`src/sv/http2_frame_header_decoder_unit_macros.svh`:
```
// Assertion macros for the HTTP/2 frame header decoder.
// Used by the modules that check their own logic; expects clk and arst_n in scope.
`ifndef HTTP2_FRAME_HEADER_DECODER_UNIT_MACROS_SVH
`define HTTP2_FRAME_HEADER_DECODER_UNIT_MACROS_SVH

// Consequent must hold in the same cycle as the antecedent
`define H2FHD_ASSERT_SAME(name, ante, cons, msg) \
	name: assert property (@(posedge clk) disable iff (!arst_n) (ante) |-> (cons)) \
		else $error(msg);

// Consequent must hold in the cycle after the antecedent
`define H2FHD_ASSERT_NEXT(name, ante, cons, msg) \
	name: assert property (@(posedge clk) disable iff (!arst_n) (ante) |=> (cons)) \
		else $error(msg);

`endif

```
`src/sv/h2fhd_pkg.sv`:
```
// Shared types and constants for the HTTP/2 frame header decoder.
// No dependencies; imported by every module of the block.
package h2fhd_pkg;

	localparam int COUNT_W     = 25;
	localparam int QUEUE_DEPTH = 4;

	localparam logic [COUNT_W-1:0] HDR_BYTES = COUNT_W'(9);
	localparam logic [COUNT_W-1:0] COUNT_MAX = {COUNT_W{1'b1}};

	// Header byte positions within a buffer
	localparam logic [3:0] HB_LEN_HI  = 4'd0;
	localparam logic [3:0] HB_LEN_MID = 4'd1;
	localparam logic [3:0] HB_LEN_LO  = 4'd2;
	localparam logic [3:0] HB_TYPE    = 4'd3;
	localparam logic [3:0] HB_FLAGS   = 4'd4;
	localparam logic [3:0] HB_SID_3   = 4'd5;
	localparam logic [3:0] HB_SID_2   = 4'd6;
	localparam logic [3:0] HB_SID_1   = 4'd7;
	localparam logic [3:0] HB_SID_0   = 4'd8;

	localparam logic [7:0]  PING_TYPE = 8'd6;
	localparam logic [23:0] PING_LEN  = 24'd8;

	// Result kinds and status codes
	localparam logic       KIND_PAYLOAD = 1'b0;
	localparam logic       KIND_STATUS  = 1'b1;
	localparam logic [1:0] STATUS_OK    = 2'd0;
	localparam logic [1:0] STATUS_SHORT = 2'd1;
	localparam logic [1:0] STATUS_PROTO = 2'd2;

	typedef struct packed {
		logic [7:0] data_byte;
		logic       last_byte;
	} in_item_t;

	typedef struct packed {
		logic        result_kind;
		logic [7:0]  payload_byte;
		logic [23:0] frame_length;
		logic [7:0]  frame_type;
		logic [7:0]  frame_flags;
		logic [30:0] stream_ident;
		logic [1:0]  status;
		logic        end_of_result;
	} out_item_t;

	// Classified byte, as queued between front and back
	typedef struct packed {
		logic        pay_v;
		logic        stat_v;
		logic [7:0]  pbyte;
		logic [1:0]  status;
		logic [23:0] length;
		logic [7:0]  ftype;
		logic [7:0]  flags;
		logic [30:0] stream;
	} op_t;

endpackage

```
`src/sv/http2_frame_header_decoder_unit.sv`:
```
// HTTP/2 frame header decoder. Takes one buffer byte per cycle on the data
// channel and gathers the nine-byte frame header; payload bytes inside the
// frame length come out as payload words carrying the header fields, and the
// byte flagged last yields a status word (ok, short, protocol error). One
// byte is accepted every cycle that the queue is not full; a byte that both
// falls in the payload and ends the buffer gives two words, which the back
// end sends one after the other while the front end keeps taking bytes into a
// QDEPTH-entry queue. Each word passes through that queue and the output
// register on its way to the result port, and the block stalls only when
// that queue is full. Depends on h2fhd_pkg, h2fhd_front, h2fhd_fifo and h2fhd_back.
module http2_frame_header_decoder_unit #(
	parameter int QDEPTH = h2fhd_pkg::QUEUE_DEPTH
) (
	input  logic                 clk,
	input  logic                 arst_n,
	input  logic                 data_valid,
	output logic                 data_stall,
	input  h2fhd_pkg::in_item_t  data,
	output logic                 result_valid,
	input  logic                 result_stall,
	output h2fhd_pkg::out_item_t result
);
	import h2fhd_pkg::*;

	op_t  push_op, head;
	logic push, pop, q_empty, q_full;

	h2fhd_front u_front (
		.clk        (clk),
		.arst_n     (arst_n),
		.data_valid (data_valid),
		.data_stall (data_stall),
		.data       (data),
		.op_push    (push),
		.op         (push_op),
		.q_full     (q_full)
	);

	h2fhd_fifo #(
		.DEPTH (QDEPTH)
	) u_fifo (
		.clk    (clk),
		.arst_n (arst_n),
		.push   (push),
		.wr_op  (push_op),
		.pop    (pop),
		.head   (head),
		.empty  (q_empty),
		.full   (q_full)
	);

	h2fhd_back u_back (
		.clk          (clk),
		.arst_n       (arst_n),
		.head         (head),
		.q_empty      (q_empty),
		.pop          (pop),
		.result_valid (result_valid),
		.result_stall (result_stall),
		.result       (result)
	);

endmodule

```
`src/sv/h2fhd_front.sv`:
```
// Front end: accepts buffer bytes, gathers the header and classifies each byte.
// Depends on h2fhd_pkg; pushes op_t entries into h2fhd_fifo.
module h2fhd_front (
	input  logic               clk,
	input  logic               arst_n,
	input  logic               data_valid,
	output logic               data_stall,
	input  h2fhd_pkg::in_item_t data,
	output logic               op_push,
	output h2fhd_pkg::op_t     op,
	input  logic               q_full
);
	import h2fhd_pkg::*;

	logic [COUNT_W-1:0] count_q, count_n;
	logic [23:0]        len_q, len_n;
	logic [7:0]         type_q, type_n;
	logic [7:0]         flags_q, flags_n;
	logic [30:0]        stream_q, stream_n;
	logic               accept, is_pay, is_hdr, ping_bad;
	logic [1:0]         status;

	assign data_stall = q_full;
	assign accept     = data_valid && !q_full;
	assign is_hdr     = count_q < HDR_BYTES;

	// Header capture: fold this byte into the gathered fields
	always_comb begin
		len_n    = len_q;
		type_n   = type_q;
		flags_n  = flags_q;
		stream_n = stream_q;
		if (is_hdr) begin
			unique case (count_q[3:0])
				HB_LEN_HI:  len_n[23:16]    = data.data_byte;
				HB_LEN_MID: len_n[15:8]     = data.data_byte;
				HB_LEN_LO:  len_n[7:0]      = data.data_byte;
				HB_TYPE:    type_n          = data.data_byte;
				HB_FLAGS:   flags_n         = data.data_byte;
				HB_SID_3:   stream_n[30:24] = data.data_byte[6:0];
				HB_SID_2:   stream_n[23:16] = data.data_byte;
				HB_SID_1:   stream_n[15:8]  = data.data_byte;
				HB_SID_0:   stream_n[7:0]   = data.data_byte;
				default:    stream_n        = stream_q;
			endcase
		end
	end

	// Byte within the payload window
	assign is_pay  = !is_hdr && ((count_q - HDR_BYTES) < {1'b0, len_q});
	assign count_n = (count_q == COUNT_MAX) ? count_q : count_q + 1'b1;

	// End-of-buffer status, truncation before the PING check
	assign ping_bad = (type_n == PING_TYPE) && ((len_n != PING_LEN) || (stream_n != '0));
	always_comb begin
		if (count_n < HDR_BYTES) begin
			status = STATUS_SHORT;
		end else if ((count_n - HDR_BYTES) < {1'b0, len_n}) begin
			status = STATUS_PROTO;
		end else if (ping_bad) begin
			status = STATUS_PROTO;
		end else begin
			status = STATUS_OK;
		end
	end

	// Queue entry; a short buffer reports empty header fields
	always_comb begin
		op.pay_v  = is_pay;
		op.stat_v = data.last_byte;
		op.pbyte  = data.data_byte;
		op.status = status;
		if (data.last_byte && (status == STATUS_SHORT)) begin
			op.length = '0;
			op.ftype  = '0;
			op.flags  = '0;
			op.stream = '0;
		end else begin
			op.length = len_n;
			op.ftype  = type_n;
			op.flags  = flags_n;
			op.stream = stream_n;
		end
	end

	assign op_push = accept && (is_pay || data.last_byte);

	// Per-buffer state, back to reset after the last byte
	always_ff @(posedge clk or negedge arst_n) begin
		if (!arst_n) begin
			count_q  <= '0;
			len_q    <= '0;
			type_q   <= '0;
			flags_q  <= '0;
			stream_q <= '0;
		end else if (accept) begin
			if (data.last_byte) begin
				count_q  <= '0;
				len_q    <= '0;
				type_q   <= '0;
				flags_q  <= '0;
				stream_q <= '0;
			end else begin
				count_q  <= count_n;
				len_q    <= len_n;
				type_q   <= type_n;
				flags_q  <= flags_n;
				stream_q <= stream_n;
			end
		end
	end

endmodule

```
`src/sv/h2fhd_fifo.sv`:
```
// Short queue of classified bytes between front and back end.
// Depends on h2fhd_pkg for op_t; storage held in flops.
module h2fhd_fifo #(
	parameter int DEPTH = h2fhd_pkg::QUEUE_DEPTH
) (
	input  logic           clk,
	input  logic           arst_n,
	input  logic           push,
	input  h2fhd_pkg::op_t wr_op,
	input  logic           pop,
	output h2fhd_pkg::op_t head,
	output logic           empty,
	output logic           full
);
	import h2fhd_pkg::*;

	`include "http2_frame_header_decoder_unit_macros.svh"

	localparam int PTR_W = (DEPTH > 1) ? $clog2(DEPTH) : 1;
	localparam int CNT_W = $clog2(DEPTH + 1);

	op_t              entry_q [DEPTH];
	logic [PTR_W-1:0] wr_q, rd_q;
	logic [CNT_W-1:0] count_q;

	assign empty = (count_q == '0);
	assign full  = (count_q == CNT_W'(DEPTH));
	assign head  = entry_q[rd_q];

	// Pointers and fill count
	always_ff @(posedge clk or negedge arst_n) begin
		if (!arst_n) begin
			wr_q    <= '0;
			rd_q    <= '0;
			count_q <= '0;
		end else begin
			if (push) begin
				wr_q <= (wr_q == PTR_W'(DEPTH - 1)) ? '0 : wr_q + 1'b1;
			end
			if (pop) begin
				rd_q <= (rd_q == PTR_W'(DEPTH - 1)) ? '0 : rd_q + 1'b1;
			end
			if (push && !pop) begin
				count_q <= count_q + 1'b1;
			end else if (pop && !push) begin
				count_q <= count_q - 1'b1;
			end
		end
	end

	// Entry storage
	always_ff @(posedge clk) begin
		if (push) begin
			entry_q[wr_q] <= wr_op;
		end
	end

	`H2FHD_ASSERT_SAME(a_no_overflow, push, !full, "queue written while full")
	`H2FHD_ASSERT_SAME(a_no_underflow, pop, !empty, "queue read while empty")
	`H2FHD_ASSERT_NEXT(a_count_up, push && !pop, count_q == $past(count_q) + 1'b1, "count did not rise")

endmodule

```
`src/sv/h2fhd_back.sv`:
```
// Back end: turns queued entries into result words behind an output register.
// Depends on h2fhd_pkg; reads the head of h2fhd_fifo.
module h2fhd_back (
	input  logic                  clk,
	input  logic                  arst_n,
	input  h2fhd_pkg::op_t        head,
	input  logic                  q_empty,
	output logic                  pop,
	output logic                  result_valid,
	input  logic                  result_stall,
	output h2fhd_pkg::out_item_t  result
);
	import h2fhd_pkg::*;

	`include "http2_frame_header_decoder_unit_macros.svh"

	out_item_t res_q, res_n;
	logic      res_valid_q, pay_sent_q;
	logic      load, finish;

	// Load when an entry waits and the output register is free or being emptied this cycle
	assign load = !q_empty && (!res_valid_q || !result_stall);

	// Payload word first, then the status record of the same entry
	always_comb begin
		res_n.frame_length = head.length;
		res_n.frame_type   = head.ftype;
		res_n.frame_flags  = head.flags;
		res_n.stream_ident = head.stream;
		if (head.pay_v && !pay_sent_q) begin
			res_n.result_kind   = KIND_PAYLOAD;
			res_n.payload_byte  = head.pbyte;
			res_n.status        = STATUS_OK;
			res_n.end_of_result = 1'b0;
			finish              = !head.stat_v;
		end else begin
			res_n.result_kind   = KIND_STATUS;
			res_n.payload_byte  = '0;
			res_n.status        = head.status;
			res_n.end_of_result = 1'b1;
			finish              = 1'b1;
		end
	end

	assign pop          = load && finish;
	assign result_valid = res_valid_q;
	assign result       = res_q;

	// Control: output valid and the half-done marker
	always_ff @(posedge clk or negedge arst_n) begin
		if (!arst_n) begin
			res_valid_q <= 1'b0;
			pay_sent_q  <= 1'b0;
		end else begin
			if (load) begin
				res_valid_q <= 1'b1;
				pay_sent_q  <= !finish;
			end else if (!result_stall) begin
				res_valid_q <= 1'b0;
			end
		end
	end

	// Output word
	always_ff @(posedge clk) begin
		if (load) begin
			res_q <= res_n;
		end
	end

	`H2FHD_ASSERT_SAME(a_half_done_head, pay_sent_q, !q_empty && head.stat_v, "split entry lost its status")

endmodule

```
`config.mk`:
```
export PLATFORM = sky130hd
export DESIGN_NAME = http2_frame_header_decoder_unit
export DESIGN_NICKNAME = d
export VERILOG_FILES = /design/src/sv/h2fhd_pkg.sv /design/src/sv/http2_frame_header_decoder_unit.sv /design/src/sv/h2fhd_front.sv /design/src/sv/h2fhd_fifo.sv /design/src/sv/h2fhd_back.sv
export VERILOG_INCLUDE_DIRS = /design/src /design/src/sv
export SDC_FILE = /design/constraint.sdc
export NUM_CORES = 1
export LEC_CHECK = 0
export BUFFER_PORTS_ARGS = -buffer_cell sky130_fd_sc_hd__buf_2
export CORE_UTILIZATION = 35
export DETAILED_ROUTE_END_ITERATION = 10
export PLACE_DENSITY = 0.58
export SKIP_LAST_GASP = 1
export SLEW_MARGIN = 40
export SYNTH_ARGS = -nofsm -noshare
export SYNTH_HDL_FRONTEND = slang
export SYNTH_HIERARCHICAL = 1
export SYNTH_SLANG_ARGS = --single-unit
```
`constraint.sdc`:
```
create_clock -name clk -period 8.8 [get_ports clk]
set_clock_uncertainty 0.05 [all_clocks]
set_input_delay 1.76 -clock clk [delete_from_list [all_inputs] [get_ports clk]]
set_output_delay 1.76 -clock clk [all_outputs]
set_load 0.005 [all_outputs]
```
# Word-level counts from Yosys, hierarchy flattened
# Memories as Yosys holds them, arrays and structs flattened.
# Cells that the tools add are included.
[classes]
addsub = 7
n_lt_le_gt_ge = 4
eq_ne = 16
muxes = 34
reduce_logical = 27
[ops]
columns = ["op", "n"]
rows = [
  ["2-to-1 mux 8 bit", 12],
  ["2-to-1 mux 71 bit", 1],
  ["2-to-1 mux 31 bit", 2],
  ["less-than comparator 25 x 24 -> 1 bit", 2],
  ["less-than comparator 25 x 4 -> 1 bit (second input constant)", 2],
  ["2-to-1 mux 25 bit", 2],
  ["subtractor 25 x 4 -> 25 bit (second input constant)", 2],
  ["2-to-1 mux 24 bit", 2],
  ["nonzero test 31 bit", 1],
  ["adder 25 x 1 -> 25 bit (second input constant)", 1],
  ["== test 25 bit (second input constant)", 1],
  ["inequality test 24 x 4 -> 1 bit (second input constant)", 1],
  ["== test 4 x 3 -> 1 bit (second input constant)", 4],
  ["logical AND 1 bit", 10],
  ["zero test 1 bit", 10],
  ["2-to-1 mux 2 bit", 5],
  ["2-to-1 mux 9 bit", 1],
  ["== test 4 x 2 -> 1 bit (second input constant)", 2],
  ["== test 8 x 3 -> 1 bit (second input constant)", 1],
  ["2-to-1 mux 7 bit", 1],
  ["2-to-1 mux 1 bit", 6],
  ["2-to-1 mux 3 bit", 2],
  ["adder 2 x 1 -> 2 bit (second input constant)", 2],
  ["== test 2 bit (second input constant)", 2],
  ["other kinds (11)", 13],
]
[word_totals]
reg_bits = 188
ramBits = 332
in_bits = 13
out_inout_bits = 85
wordCells = 107
mem_count = 1
[mem_list]
columns = ["name", "words", "width", "read_ports", "rd_clocked_by_memory_dff", "write_ports", "line", "rtl"]
rows = [
  ["u_fifo.entry_q", 4, 83, 1, 0, 1, "h2fhd_fifo.sv:22", "op_t entry_q [DEPTH];"],
]

# Depth between registers and ports, before layout
# Gate-level depths: netlist of run 1.
[depth]
ltp_word = 12
depth_mapped = 28
ltp_nobuf = 26

# Modules after synthesis
# Netlist of run 1, hierarchy kept.
[modules_own_cells]
columns = ["mod", "instances", "cells_per_inst", "area_per_inst_um2", "seq_area_each_um2"]
rows = [
  ["h2fhd_fifo", 1, 471, 12439.4, 10144.7],
  ["h2fhd_front", 1, 1109, 8653.3, 2402.3],
  ["h2fhd_back", 1, 104, 2640.0, 2512.4],
]

# Least setup slack after synthesis of run 1
# OpenSTA, ideal clock, no wires.
[synth_timing]
path_type = "reg2reg"
start = "reg u_front.count_q[7]"
end = "mem u_fifo/entry_q[0][0] (netlist bit), enable pin"
setup_ns = 0.451
t_arrival_ns = 5.674
t_required_ns = 8.299
setup_slack_ns = 2.625
stages_incl_launch_ff = 18
path_buffers = 1
period_less_slack_ns = 6.175
path_cell_list = "dfrtp_1 > buf_4 > or4_1 > nor4_1 > nand3_1 > nor2_1 > xor2_1 > ha_1 > a21o_1 > a21o_1 > a21o_1 > a21oi_1 > nor2b_1 > o21ai_0 > nand3_1 > a211oi_1 > o21a_1 > and2_1"
[synth_via]
elab_chain_len = 7
elab_cells_between_ends = 9
cone_classes = "add/sub: 1; order compare: 2; mux: 2; reduce/logical: 4"
[synth_lines]
columns = ["item", "line", "rtl"]
rows = [
  ["start: declaration", "h2fhd_front.sv:15", "logic [COUNT_W-1:0] count_q, count_n;"],
  ["start signal: assignment", "h2fhd_front.sv:104", "count_q <= count_n;"],
  ["subtractor 25 x 4 -> 25 bit or less-than comparator 25 x 4 -> 1 bit (tied branches)", "h2fhd_front.sv:50, h2fhd_front.sv:25", ""],
  ["less-than comparator 25 x 24 -> 1 bit or zero test 1 bit (tied branches)", "h2fhd_front.sv:50", "assign is_pay = !is_hdr && ((count_q - HDR_BYTES) < {1'b0, len_q});"],
  ["logical AND 1 bit (*)", "h2fhd_front.sv:50", ""],
  ["named net u_front.is_pay", "h2fhd_front.sv:20", "logic accept, is_pay, is_hdr, ping_bad;"],
  ["logical OR 1 bit (*)", "h2fhd_front.sv:86", "assign op_push = accept && (is_pay || data.last_byte);"],
  ["logical AND 1 bit (*)", "h2fhd_front.sv:86", ""],
  ["named net push", "http2_frame_header_decoder_unit.sv:26", "logic push, pop, q_empty, q_full;"],
  ["2-to-1 mux 1 bit (*)", "h2fhd_fifo.sv:53", "if (push) begin"],
  ["2-to-1 mux 1 bit (implied by the code) (*)", "h2fhd_fifo.sv:54", "entry_q[wr_q] <= wr_op;"],
  ["end: declaration", "h2fhd_fifo.sv:22", ""],
]
# Mark *: on every way through the listed nets, which the timed path passes. The rest lies on a longest branch.

==> results.toml, run 1 <==
[outcome]
outcome = "finished clean"

[timing]
tightest_slew_ps = 785.5
fmax_mhz = 149.4
rsz0062_at_grt = "false"
fin_crit_ps = 6695
slew_violations = 0
setup_tns_ps = 0
slew_headroom_pct = 47.08
fin_ws_ps = 2105
holdWs_ps = 432.8
post-route-period-util_pct = 76.08
setup_viol = 0
final_hold_viol_count = 0

[synth]
synth.area.top_cells = "edfxtp_1 52%, dfrtp_1 11%, mux4_2 7.9%"
synthAdderAreaFrac_pct = 3.142
synth_compound_area_share_pct = 8.098
synth-async-reset-ratio_pct = 20.23
avgSynthCellArea_sq_um = 14.09
synth_cells = 1684
syn_nets = 1756
yosysWarnings = 6
ys_ff_latch = 519
synthXorXnorAreaFrac_pct = 2.251
synth_ff_type = "edfxtp_1"
synth-simple-area-share_pct = 9.210
synth_top_family_by_area = "multiplexers"
synth_mux_area_share_pct = 9.991
synth_top_area_share_pct = 52.38
synth_area_leader_cell = "edfxtp_1"
synth_edf_count = 414
netlist_area_sq_um = 23730
synth_cell_types = 79
synth-seq-area-share_pct = 63.45

[critical_path]
critical_path.startpoint = "u_front/count_q[0]$_DFFE_PN0P_"
path_class = "reg2reg"
crit_arrival_ps = 7040
critPathMaxFanout = 17
end_kind = "register"
reg2reg_slack_ps = 2110
critPathCapture = "u_fifo/entry_q[1][72]$_DFFE_PP_"
r2r_end = "u_fifo/entry_q[1][72]$_DFFE_PP_"
r2r.worst_path.cells = 22
required_ps = 9150
start_kind = "register"
reg2reg_from = "u_front/count_q[0]$_DFFE_PN0P_"

[pwr]
vdd_drop_max_uv = 166.3
leakage_nw = 9.523
power_w = 0.008167
p_per_area_nw_per_um2 = 307.6

[placement]
place_inst = 2551
pre_cts_ws_ps = 2258
dp_hpwl_um = 36300
io_buffers = 97
gp_congestion = 0.8793

[clock_network]
cts_sinks = 519
ctsResizeCount = 0
cts_tree = "yes"
clk_latency_ps = 600
post_cts_buffers = 0
root_buffer = "clkbuf_16"
cts_made_buffers = 52
htreeDepth = 2
cts-hold-fix-buffers = 0
cts.path.max_buffers = 3
path_clk_slew_ps = 60

[layout]
antenna_cells = 0
fin_nets = 1804
multiInputGateArea_sq_um = 7786
final_cells = 2649
drive_above_1_share_pct = 17.74
area_growth_pct = 11.89
regArea_sq_um = 15070
fill_cells = 6157

[global_route]
grt_overflow = 0
grtUsageTotal_pct = 16.12
grt_pass1_vias = 14200
grt_max_degree = 74
grt_pass1_wl_um = 86480
antenna_found_initial = 0

[drt]
via_count = 14170
dr.pass1.iters = 5
routed_wl_um = 55680
drt_iter0_markers = 1142
avgViaCountPerCell = 5.348
wire_per_inst_um = 21.02
drc = 0
final_antenna_net_count = 0

[floorplanning]
rows = 95
fp.dieW_um = 262.4
start_util_pct = 35.34
ios = 98
core-area_sq_um = 67160
fp.dieArea_sq_um = 68850
die_y_um = 262.4

[min_path]
min_path_cells = 2
hold_path.class = "reg2reg"

[run]
cap_violations = 0
==> layer usage <==
layer	up-vias	global-route usage (%)	share of wire, %
met2	370	26.42	49
met1	7230	22.17	45
met5	-	0	0
li1	6474	-	-
met3	92	2.483	4.7
met4	0	4.690	2.3
==> where the power goes <==
part	internal (W)	switching [W]	total (W)
Combinational	0.000990	0.00131	0.00230
Sequential	0.00337	0.000277	0.00365
Clock	0.00128	0.000939	0.00222
==> worst min-delay path by stage <==
stage	startpoint	to	slack, ps
after floorplan	u_front/flags_q[0]$_DFFE_PN0P_	u_front/flags_q[0]$_DFFE_PN0P_	400
after global placement	u_front/flags_q[3]$_DFFE_PN0P_	u_front/flags_q[3]$_DFFE_PN0P_	410
after detailed placement	u_front/flags_q[6]$_DFFE_PN0P_	u_front/flags_q[6]$_DFFE_PN0P_	420
after CTS	u_fifo/count_q[2]$_DFFE_PN0P_	u_fifo/count_q[2]$_DFFE_PN0P_	430
after global routing	u_fifo/count_q[2]$_DFFE_PN0P_	u_fifo/count_q[2]$_DFFE_PN0P_	450
final	u_front/flags_q[6]$_DFFE_PN0P_	u_front/flags_q[6]$_DFFE_PN0P_	430
==> worst max-delay path, cell delays in order, from the launching register on <==
cell,delay [ps]
dfrtp_1,540
ha_1,620
nand2_1,110
nor4_1,500
nand3_1,620
a21oi_1,390
ha_1,270
inv_1,60
o21ai_0,190
a41oi_1,70
o221ai_1,310
a21bo_2,290
nand4b_1,290
nor2_1,190
xnor2_1,160
ha_1,270
a21o_1,160
a21o_1,170
a2111oi_0,450
a31oi_1,140
nor3_1,180
o21ai_0,170
a21oi_1,280
==> sequential cells by signal, indices dropped and copies added (netlist names) <==
name                 cells
u_fifo/wr_q              2
u_front/flags_q          8
u_front/stream_q        31
u_back/result           82
u_fifo/rd_q              2
u_front/type_q           8
u_fifo/count_q           3
u_front/count_q         25
u_front/len_q           24
u_fifo/entry_q         332
u_back/pay_sent_q        1
u_back/result_valid      1
==> cells in the mapped netlist, types with 10 or more instances <==
master	count
o31ai_1	11
mux2i_1	42
nand3_1	32
clkbuf_1	54
inv_1	41
and2_1	16
a22oi_1	17
nand4_1	21
dfrtp_1	105
o21a_1	10
a21oi_1	57
mux4_2	83
o22ai_1	24
nor2_1	97
and3_1	19
buf_4	24
xor2_1	24
nand2_1	161
xnor2_1	37
edfxtp_1	414
nor4_1	15
ha_1	58
nor2b_1	15
a21boi_0	35
o21ai_0	93
buf_2	27
nor3_1	18
a21o_1	12
==> per-stage QoR <==
stage | area [sq um] | util [%]
4_1_cts | 26550 | 39.54
5_1_grt | 26560 | 39.54
3_5_place_dp | 24830 | 36.98
3_3_place_gp | 24730 | 36.82
6_report | 26560 | 39.54
2_1_floorplan | 23730 | -
==> cells by family after synthesis <==
group / count (synthesis)
buffers and inverters: 168
multiplexers: 131
flip-flops: 519
XOR/XNOR: 61
AO/OA/AOI/OAI: 304
adder cells (fa/ha/maj): 59
AND/OR/NAND/NOR: 442
==> cell type report <==
| class | count | share of cell area [%] |
|---|---|---|
| Tap cell | 873 | 4.113 |
| Sequential cell | 519 | 56.74 |
| Inverter | 41 | 0.5795 |
| Clock buffer | 72 | 5.494 |
| Clock inverter | 26 | 0.9753 |
| Timing Repair Buffer | 121 | 2.780 |
| Multi-Input combinational cell | 997 | 29.32 |
==> cells in the final DEF, fill, tap and decap left out, types with 7 or more instances in the layout <==
| cell type | synthesis | final |
|---|---|---|
| a211oi_1 | 7 | 7 |
| a21boi_0 | 35 | 35 |
| a21o_1 | 12 | 12 |
| a21oi_1 | 57 | 57 |
| a22oi_1 | 17 | 17 |
| and2_1 | 16 | 11 |
| and3_1 | 19 | 19 |
| buf_2 | 27 | 96 |
| buf_4 | 24 | 18 |
| clkbuf_1 | 54 | 14 |
| clkbuf_16 | 0 | 54 |
| clkinv_2 | 0 | 7 |
| dfrtp_1 | 105 | 103 |
| edfxtp_1 | 414 | 414 |
| ha_1 | 58 | 58 |
| inv_1 | 41 | 41 |
| mux2i_1 | 42 | 42 |
| mux4_2 | 83 | 83 |
| nand2_1 | 161 | 161 |
| nand3_1 | 32 | 32 |
| nand4_1 | 21 | 21 |
| nor2_1 | 97 | 97 |
| nor2b_1 | 15 | 13 |
| nor3_1 | 18 | 18 |
| nor4_1 | 15 | 15 |
| o21a_1 | 10 | 10 |
| o21ai_0 | 93 | 93 |
| o22ai_1 | 24 | 24 |
| o31ai_1 | 11 | 11 |
| or3_1 | 7 | 7 |
| xnor2_1 | 37 | 37 |
| xor2_1 | 24 | 24 |
(Power assumes the default switching activity.)
==> inputs of run 2 (changes only) <==
--- a/config.mk
+++ b/config.mk
@@ -6,6 +6,7 @@
 export SDC_FILE = /design/constraint.sdc
 export NUM_CORES = 1
 export LEC_CHECK = 0
+export ABC_AREA = 1
 export BUFFER_PORTS_ARGS = -buffer_cell sky130_fd_sc_hd__buf_2
 export CORE_UTILIZATION = 35
 export DETAILED_ROUTE_END_ITERATION = 10
==> constraint.sdc (replaced) <==
create_clock -name clk -period 6.7 [get_ports clk]
set_clock_uncertainty 0.05 [all_clocks]
set_input_delay 1.34 -clock clk [delete_from_list [all_inputs] [get_ports clk]]
set_output_delay 1.34 -clock clk [all_outputs]
set_load 0.005 [all_outputs]
==> results.toml, run 2 <==
[timing]
rsz0062_at_grt = "false"
final_hold_viol_count = 0
slew_violations = 0
slew_headroom_pct = 45.24
fin_crit_ps = 5476
setup_viol = 0
setup_tns_ps = 0
tightest_slew_ps = 821.4
fin_ws_ps = 1224
holdWs_ps = 438.0
post-route-period-util_pct = 81.73
fmax_mhz = 182.6

[global_route]
grtUsageTotal_pct = 16.18
antenna_found_initial = 0
grt_pass1_vias = 16600
grt_pass1_wl_um = 93920
grt_overflow = 0
grt_max_degree = 164

[critical_path]
critical_path_buf_inv_count = 4
r2r.worst_path.cells = 24
critical_path.max_stage_delay_ps = 590
start_kind = "register"
path_class = "reg2reg"
required_ps = 6940
end_kind = "register"
reg2reg_from = "u_front/count_q[0]$_DFFE_PN0P_"
path_depth = 24
path_cells = "inv_1 -> ha_1 -> a21oi_1 -> nor2_1 -> inv_1 -> nor3_1 -> nand2_1 -> nor2_1 -> nand3_1 -> nor4_1 -> xor2_1 -> ha_1 -> a21oi_1 -> nor2_1 -> a211oi_1 -> o21ai_0 -> nand3_1 -> nand2_1 -> nand2_1 -> nand2_1 -> a21oi_1 -> nand2_1 -> clkinv_2 -> buf_12"
crit_arrival_ps = 5720
crit_slowest_cell = "clkinv_2"
r2r_end = "u_fifo/entry_q[2][44]$_DFFE_PP_"
cp_top_family = "simple AND/OR/NAND/NOR gates"
crit_top_cell = "nand2_1"
critical_path.startpoint = "u_front/count_q[0]$_DFFE_PN0P_"
reg2reg_slack_ps = 1220
critPathMaxFanout = 36

[synth]
synth-async-reset-ratio_pct = 20.23
yosysWarnings = 6
synth_cell_types = 42
synth.area.top_cells = "edfxtp_1 49%, dfrtp_1 10%, nand2_1 8.1%"
synth_edf_count = 414
ys_ff_latch = 519
post-synth-top-count-cell = "nand2_1"
synth_top_area_share_pct = 48.88
synth_cells = 2399
yosys-top-cells-count = "548 x nand2_1, 432 x inv_1, 414 x edfxtp_1, 146 x o211ai_2, 105 x dfrtp_1"
netlist_area_sq_um = 25440
avgSynthCellArea_sq_um = 10.60
syn_nets = 2471
synth_ff_type = "edfxtp_1"
synth-seq-area-share_pct = 59.21
synth_area_leader_cell = "edfxtp_1"

[clock_network]
cts-hold-fix-buffers = 0
cts.path.max_buffers = 3
ctsResizeCount = 0
htreeDepth = 2
post_cts_buffers = 0
clk_latency_ps = 610
path_clk_slew_ps = 60
cts_sinks = 519
cts_made_buffers = 55
cts_tree = "yes"
root_buffer = "clkbuf_16"

[layout]
regArea_sq_um = 15060
regMostFlops = "u_fifo/entry_q"
area_growth_pct = 11.95
final_cell_mix = "547 x nand2_1, 427 x inv_1, 414 x edfxtp_1, 146 x o211ai_2, 104 x dfrtp_1"
largest_reg_flops = 332
multiInputGateArea_sq_um = 7785
antenna_cells = 0
fin_nets = 2534
layout_commonest_cell = "nand2_1"
fill_cells = 6883
drive_above_1_share_pct = 18.22

[floorplanning]
start_util_pct = 35.46
die_y_um = 271.6
fp.dieW_um = 271.6
core-area_sq_um = 71730
rows = 98
ios = 98
fp.dieArea_sq_um = 73760

[pwr]
vdd_drop_max_uv = 242.2
p_per_area_nw_per_um2 = 403.5
leakage_nw = 12.86

[drt]
final_antenna_net_count = 0
via_count = 16430
drc = 0
wire_per_inst_um = 17.15
avgViaCountPerCell = 4.752
routed_wl_um = 59310
dr.pass1.iters = 5
drt_iter0_markers = 1156

[placement]
dp_hpwl_um = 39050
pre_cts_ws_ps = 1271
io_buffers = 97
gp_congestion = 0.8727

[min_path]
min_path_cells = 2
holdPathEnd = "u_front/type_q[2]$_DFFE_PN0P_"
min_from = "u_front/type_q[2]$_DFFE_PN0P_"
hold_path.class = "reg2reg"

[run]
cap_violations = 0

[outcome]
outcome = "finished clean"
==> run 2: changes by cell type in the layout (fill, tap and decap cells not counted), sizes merged, moves of 37 or more <==
| cell | change |
|---|---|
| nand2 | +416 |
| xor2 | +37 |
| inv | +445 |
| mux4 | -83 |
| o211ai | +162 |
| o22ai | +53 |
| mux2i | -44 |
==> run 2: area by class of cell <==
cell class	count	area share (%)
sequential	519	52.90
multi-input combinational	1277	27.34
inverter	492	6.560
clock buffer	70	5.066
tap	950	4.174
timing repair buffer	117	2.654
clock inverter	33	1.305
==> run 2: report_power, final <==
part,internal [W],switching [W],total [W]
clock network,0.00177,0.00128,0.00305
registers,0.00435,0.000230,0.00458
logic,0.00125,0.00262,0.00387
total,0.00736,0.00413,0.0115
==> run 2: worst min-delay path, stage by stage, from the launching register on <==
cell     delay (ps)
dfrtp_1         340
nand2_1          50
o21ai_0          60
==> run 2: stage by stage <==
step	cells	total power, W	util, %	cell area (sq um)
after detailed placement	3354	0.008551	37.12	26620
after global routing	3458	0.01224	39.70	28470
final	3458	0.01149	39.70	28470
after global placement	3354	0.008418	37.07	26590
after floorplan	2399	0.007441	-	25440
after CTS	3457	0.01164	39.65	28440
==> run 2: kinds of logic (layout without fill, tap and decap cells) <==
group	Yosys count	in the layout	share of synthesized area, %
xor+xnor	63	63	2.169
flops	519	519	59.21
buf+inv	603	712	10.31
simple gates	774	774	12.61
compound gates	381	381	12.77
fa+ha+maj	59	59	2.932
==> run 2: routing by layer <==
metal / routed length (um) / track usage (%) / up-vias
met2: 29140 / 27.83 / 289
met4: 1250 / 4.509 / 0
met3: 2419 / 2.441 / 70
li1: - / - / 8066
met5: 0 / 0 / -
met1: 26490 / 21.07 / 8006
==> run 2: how the worst max path moves through the flow <==
stage | endpoint | slack (ps)
after floorplan | u_fifo/entry_q[0][0]$_DFFE_PP_ | 1150
after global placement | u_fifo/entry_q[2][48]$_DFFE_PP_ | 1330
after detailed placement | u_fifo/entry_q[2][52]$_DFFE_PP_ | 1270
after CTS | u_fifo/entry_q[2][48]$_DFFE_PP_ | 1250
after global routing | u_fifo/entry_q[2][51]$_DFFE_PP_ | 690
final | u_fifo/entry_q[2][44]$_DFFE_PP_ | 1220
